[config.mk]
export PLATFORM = sky130hd
export DESIGN_NAME = steq_mac
export DESIGN_NICKNAME = d
export VERILOG_FILES = /design/src/design/steq_pkg.sv /design/src/design/steq_mac.sv
export SDC_FILE = /design/constraint.sdc
export NUM_CORES = 2
export LEC_CHECK = 0
export BUFFER_PORTS_ARGS = -buffer_cell sky130_fd_sc_hd__buf_4
export CAP_MARGIN = 20
export CORE_MARGIN = 2
export CORE_UTILIZATION = 40
export CTS_BUF_LIST = sky130_fd_sc_hd__clkbuf_8
export DETAILED_ROUTE_END_ITERATION = 6
export PLACE_DENSITY = 0.67
export SETUP_SLACK_MARGIN = 0.4
export SYNTH_ARGS = -nofsm -noshare
export SYNTH_HDL_FRONTEND = slang
export SYNTH_SLANG_ARGS = --single-unit
export TNS_END_PERCENT = 10
[constraint.sdc]
create_clock -name i_clk -period 8.42 [get_ports i_clk]
set_input_delay 1.684 -clock i_clk [delete_from_list [all_inputs] [get_ports i_clk]]
set_output_delay 1.684 -clock i_clk [all_outputs]
set_load 0.005 [all_outputs]
[src/design/steq_pkg.sv]
// ----------------------------------------------------------------------------
// steq_pkg
// shared types, constants and coefficient tables of the stereo equalizer
// ----------------------------------------------------------------------------
package steq_pkg;

    localparam int TAPS         = 51;
    localparam int HALF_TAPS    = (TAPS + 1) / 2;
    localparam int BANDS        = 3;
    localparam int SAMPLE_WIDTH = 24;
    localparam int COEF_WIDTH   = 18;
    localparam int FRAC_BITS    = COEF_WIDTH - 1;
    localparam int PTR_WIDTH    = $clog2(TAPS);
    localparam int K_WIDTH      = $clog2(HALF_TAPS);
    localparam int CSUM_WIDTH   = COEF_WIDTH + $clog2(BANDS);
    localparam int PROD_WIDTH   = SAMPLE_WIDTH + CSUM_WIDTH;
    localparam int ACC_WIDTH    = PROD_WIDTH + PTR_WIDTH;
    localparam int HALF_LSB     = 1 << (FRAC_BITS - 1);

    typedef logic signed [SAMPLE_WIDTH-1:0] t_sample;
    typedef logic signed [CSUM_WIDTH-1:0]   t_coef;
    typedef logic signed [PROD_WIDTH-1:0]   t_prod;
    typedef logic signed [ACC_WIDTH-1:0]    t_acc;
    typedef logic [PTR_WIDTH-1:0]           t_ptr;
    typedef logic [K_WIDTH-1:0]             t_kidx;

    typedef enum logic [1:0] {
        S_IDLE,
        S_RUN,
        S_DRAIN,
        S_DONE
    } t_state;

    // control from the sequencer to the mac unit
    typedef struct packed {
        logic clear;
        logic en;
    } t_mac_ctrl;

    localparam t_acc SAT_MAX = ACC_WIDTH'((1 << (SAMPLE_WIDTH - 1)) - 1);
    localparam t_acc SAT_MIN = ~SAT_MAX;

    // half of each symmetric band, signed q1.17
    localparam int BAND_COEF [BANDS][HALF_TAPS] = '{
        // upper mids
        '{ 4157, 2182, 2123, 1628, 810, -93, -793, -1045, -751, -17,
           845, 1395, 1196, -26, -2256, -5131, -7992, -10028, -10487, -8905,
           -5254, -28, 5853, 11238, 15012, 16367 },
        // presence
        '{ 488, -65, 887, 2378, 2761, 1200, -1516, -3550, -3523, -1685,
           281, 720, -450, -1507, -353, 3434, 7647, 8632, 4015, -4992,
           -13610, -16209, -10078, 2336, 14464, 19469 },
        // brilliance
        '{ 1784, -182, -2807, -2268, 1396, 2714, 388, -745, 98, -1606,
           -4121, -361, 6513, 5020, -3546, -5576, -224, -195, -3883, 3479,
           15052, 5420, -20321, -22319, 9670, 31024 }
    };

    // combined coefficient of all bands for one folded tap
    function automatic t_coef coef_sum(input t_kidx k);
        int s;
        s = 0;
        for (int b = 0; b < BANDS; b++) begin
            s += BAND_COEF[b][k];
        end
        return CSUM_WIDTH'(s);
    endfunction

    // round to nearest with ties away from zero, then clamp
    function automatic t_sample round_sat(input t_acc acc);
        t_acc bias;
        t_acc q;
        bias = acc[ACC_WIDTH-1] ? ACC_WIDTH'(HALF_LSB - 1) : ACC_WIDTH'(HALF_LSB);
        q    = (acc + bias) >>> FRAC_BITS;
        if (q > SAT_MAX) begin
            q = SAT_MAX;
        end else if (q < SAT_MIN) begin
            q = SAT_MIN;
        end
        return q[SAMPLE_WIDTH-1:0];
    endfunction

endpackage

[src/design/steq_mac.sv]
// ----------------------------------------------------------------------------
// steq_mac
// two-channel multiply-accumulate unit, one tap per cycle
// ----------------------------------------------------------------------------
module steq_mac (
    input  logic                i_clk,
    input  logic                i_rst_n,
    input  steq_pkg::t_mac_ctrl i_ctrl,
    input  steq_pkg::t_sample   i_left,
    input  steq_pkg::t_sample   i_right,
    input  steq_pkg::t_coef     i_coef,
    output logic                o_busy,
    output steq_pkg::t_acc      o_acc_left,
    output steq_pkg::t_acc      o_acc_right
);

    logic              r_prod_vld;
    steq_pkg::t_prod   r_prod_left;
    steq_pkg::t_prod   r_prod_right;
    steq_pkg::t_acc    r_acc_left;
    steq_pkg::t_acc    r_acc_right;

    always_ff @(posedge i_clk) begin
        if (!i_rst_n) begin
            r_prod_vld <= 1'b0;
        end else begin
            r_prod_vld <= i_ctrl.en;
        end
    end

    always_ff @(posedge i_clk) begin
        if (i_ctrl.en) begin
            r_prod_left  <= i_left * i_coef;
            r_prod_right <= i_right * i_coef;
        end
    end

    always_ff @(posedge i_clk) begin
        if (i_ctrl.clear) begin
            r_acc_left  <= '0;
            r_acc_right <= '0;
        end else if (r_prod_vld) begin
            r_acc_left  <= r_acc_left + steq_pkg::ACC_WIDTH'(r_prod_left);
            r_acc_right <= r_acc_right + steq_pkg::ACC_WIDTH'(r_prod_right);
        end
    end

    assign o_busy      = r_prod_vld;
    assign o_acc_left  = r_acc_left;
    assign o_acc_right = r_acc_right;

endmodule

# Yosys cells after proc, flatten, opt, wreduce, memory -nomap -nowiden
# Cells that the tools add are included.
# word_totals
wordCells	9
register_bits	189
out_inout_bits	101
# op_classes
mul	2
addsub	2
# op_table
op	n
50-bit by 44-bit adder with 50-bit output	2
24-bit by 20-bit multiplier with 44-bit output	2

# Longest topological paths before layout
# logic_depth
word_depth	1
mapped_depth	28
ltp_nobuf	26

# Least setup slack after synthesis
# Ideal clock, no wire load.
# synth_timing
kind	input-to-reg
from	input port i_coef[5]
to	register r_prod_right[41] (data pin)
required_ps	8162
arrival_time_ps	8441
cell_stages	23
path_slack_ps	-279
path_buffers	2
cell_sequence	clkbuf_1 -> clkbuf_1 -> nand2_1 -> fa_1 -> fa_1 -> fa_1 -> inv_1 -> fa_1 -> fa_1 -> fa_1 -> inv_1 -> fa_1 -> inv_1 -> ha_1 -> and3_4 -> nand4_4 -> nor3_2 -> or4b_4 -> a211oi_2 -> o41ai_1 -> or4b_4 -> a311o_1 -> xnor2_1
# synth_via
elab_chain_len	1
# synth_rtl
element	line	rtl
start, declared	steq_mac.sv:11	input steq_pkg::t_coef i_coef,
24-bit by 20-bit multiplier with 44-bit output	steq_mac.sv:34	r_prod_right <= i_right * i_coef;
end signal, assigned	steq_mac.sv:34	
end, declared	steq_mac.sv:19	steq_pkg::t_prod r_prod_right;
# No other way between the ends.
# A chain may end at the register's enable or synchronous reset.

# Worst setup path after layout
# layout_timing
from	input port i_coef[2]
to	register r_prod_right[41] (data pin)
# The elaborated chain is that of the path after synthesis.

==> metrics.txt <==
final setup fails 0; post-synthesis sequential area ratio about a tenth; endpoints failing hold 0; DP Area around 52000 um2; Avg WL per Cell ~17 um; Critical Path AT 8.36 ns; Syn Nets between 6000 and 7000; placed wire-length estimate 101000 um; CP Launch Type input pin; post-synthesis compound-gate area fraction 8.61%; Metal-1 WL approximately 53000 um; Syn. warnings 0; clk root buf clkbuf_8; Initial DRC Count a little over 2000; slowest cell on the critical path fa_1; Die Wd 347 um; H-Tree Depth 4; Avg Cell Area, Syn 9.03 um2; height of the die approximately 350 um; I/O pin count ~170; simple-gate share of the synthesized area 15.3%; Post-CTS Hold Buffers 0; fin crit share 95.0%; largest family of logic cells by synthesized area adder cells; synthesized area 47100 um2; first-pass GRT wire length between 150000 and 200000 um; DR top layer met5; worst-path maximum fanout 11; Post-Syn Instances approximately 5200; adder-cell share of the synthesized area between 50% and 60%; Hold Crit Class reg2reg; largest net degree at the start of global routing about 60; final wirelength 117000 um; met3 routed WL between 6000 and 7000 um; clk slew on worst S/H paths 0.11 ns; clock period minus worst slack 8.00 ns; mux share of post-synthesis cell area less than 1%; ratio of cells with drive above 1 in the final layout roughly 11%; RSZ-0062 raised after global routing true; gr usage total about 20%; Synth Register Bits ~190; Slew @ Worst Pin 0.910 ns; post-synth cell types 80; clk_skew 0.0217 ns; Layout area overhead 12.4%; routability cong. around 0.90; Die ar. between 100000 and 150000 um2; kind of critical path in2reg; # clock sinks 189; nets@finish just under 7000; cts bufs inserted 17; Worst EP required about 8.8 ns; Seq. cell area 4670 um2; design area between 50000 and 60000 um2; via/cell ratio around 5; drt first pass iters 7; share of the synthesized area in the top cell type a little over two fifths; Starting Density between 40% and 50%; post-synthesis xor/xnor area fraction between 3 and 4%; Max Cap Violations 0; met2 WL 55900 um; most used cell, CP fa_1; Post-synth EDFFs just under 90; CP Capture Type flop; remaining global-route overflow 0; CP max stage delay between 0.5 and 0.6 ns; Critical Path, Cell by Cell buf_12 > buf_12 > and2_4 > fa_1 > fa_1 > inv_1 > fa_1 > inv_1 > fa_1 > fa_1 > fa_1 > inv_2 > fa_1 > inv_2 > ha_4 > and3_4 > nand4_4 > nor3_2 > or4b_4 > a211oi_4 > o41ai_2 > or4b_4 > a311o_1 > xnor2_1; vias in the first global route roughly 37000; multi-input combinational cell area 37300 um2; Row Count 125; status finished, final reports clean; Synth area leaders fa_1 42%, inv_1 9.1%, ha_1 8.7%, and2_1 6.6%, edfxtp_1 5.6%; antenna violations before repair 8; CTS max path bufs 2; Async SR Flop Fraction 0%; IO buf count ~170; DR DRC count 0; # fillers 11100; ANT nets after route 0; Post-synth top flop dfxtp_1; relative slew slack between 30% and 40%; max-slew violations 0; vias ~35000; Max Fclk 125 MHz; post-synth top area cell fa_1; CTS tree yes; Worst-Skew Late Latency 0.61 ns; core area roughly 120000 um2
synthesized netlist by cell type, drive strengths merged (27+ instances only):
cell type	number
o21ai	109
mux2i	46
xor2	55
nor3	27
and2	499
fa	986
a211oi	29
dfxtp	101
clkbuf	245
inv	1148
xnor2	126
nand3	36
nor2	207
a21oi	192
o21bai	39
edfxtp	88
nand2	560
ha	328
a21o	104
metrics by stage:
stage	hold WS (ns)	TNS [ns]	worst slack, ns	std cells	util [%]
floorplan	0.459	0	0.0746	5212	-
global placement	0.456	-1.86	-0.282	7010	44.8
detailed placement	0.462	-3.80	-0.444	7010	44.8
CTS	0.479	0	0.295	7042	45.2
global route	0.510	0	0.196	7050	45.4
finish	0.474	0	0.420	7050	45.4
worst max-delay path, delay by kind of cell:
kind	cells	cell delay, ns
AOI/OAI and AO/OA	3	0.70
xor gates and xnor gates	1	0.13
adders and majority gates	8	3.72
buffers and inverters	6	0.46
and+or+nand+nor	6	1.65
layout make-up:
type,instances,area share (%)
well taps,1524,3.61
diodes,1,0.00473
multi-input cells,3625,70.5
clock buffers,17,0.442
inverters,1148,8.16
repair buffers,531,8.15
flip-flops and latches,189,8.83
clock inverters,15,0.319
what timing repair did:
item,in CTS,in global routing
pin swaps,0,20
setup buffers,0,5
endpoints found under the setup margin,3,26
resized for setup,1,55
cloned,0,2
final timing paths:
path                                                   from                          end  slack, ns  cells after the start
worst max-delay path                              i_coef[2]   r_prod_right[41]$_DFFE_PP_       0.42                     24
worst min-delay path            o_acc_left[44]$_SDFFE_PP0P_  o_acc_left[44]$_SDFFE_PP0P_       0.47                      2
worst max register to register   o_acc_left[0]$_SDFFE_PP0P_  o_acc_left[36]$_SDFFE_PP0P_       4.40                     13
worst min register to register  o_acc_left[44]$_SDFFE_PP0P_  o_acc_left[44]$_SDFFE_PP0P_       0.47                      2
sequential cells by signal, summed over array words and instances, names as in the netlist:
signal and cells:
o_acc_left 50, o_acc_right 50, r_prod_left 44, r_prod_right 44
o_busy 1
kinds of logic (layout without fill, tap and decap cells):
family | Yosys count | in the layout
compound gates | 627 | 627
xor+xnor | 181 | 181
fa+ha+maj | 1314 | 1314
buf+inv | 1398 | 1711
flops | 189 | 189
mux | 46 | 46
other cells | 0 | 1
simple gates | 1457 | 1457
cells in the final DEF (no fill, tap or decap), drive strengths merged, types with 11 or more instances in the layout:
cell type	n
a2111oi	11
inv	1155
a21o	104
o21ai	109
buf	529
mux2i	46
nor3	27
edfxtp	88
ha	328
fa	986
nand4	19
clkbuf	19
and3	16
a211oi	29
nand3	36
a21oi	192
xor2	55
o211ai	14
and2	499
nor2	207
o21a	23
xnor2	126
o31ai	14
nand2	560
nor2b	22
dfxtp	101
nand2b	25
o21bai	39
a31oi	19
per-layer routing:
layer	vias up	GRT usage, %
met3	123	2.83
met1	17900	28.1
met2	769	33.3
met4	12	4.54
met5	-	0
li1	16500	-
Power is left out: the tool's default activity adds up to more than one toggle a clock period on the data nets, which glitch-free logic cannot reach.
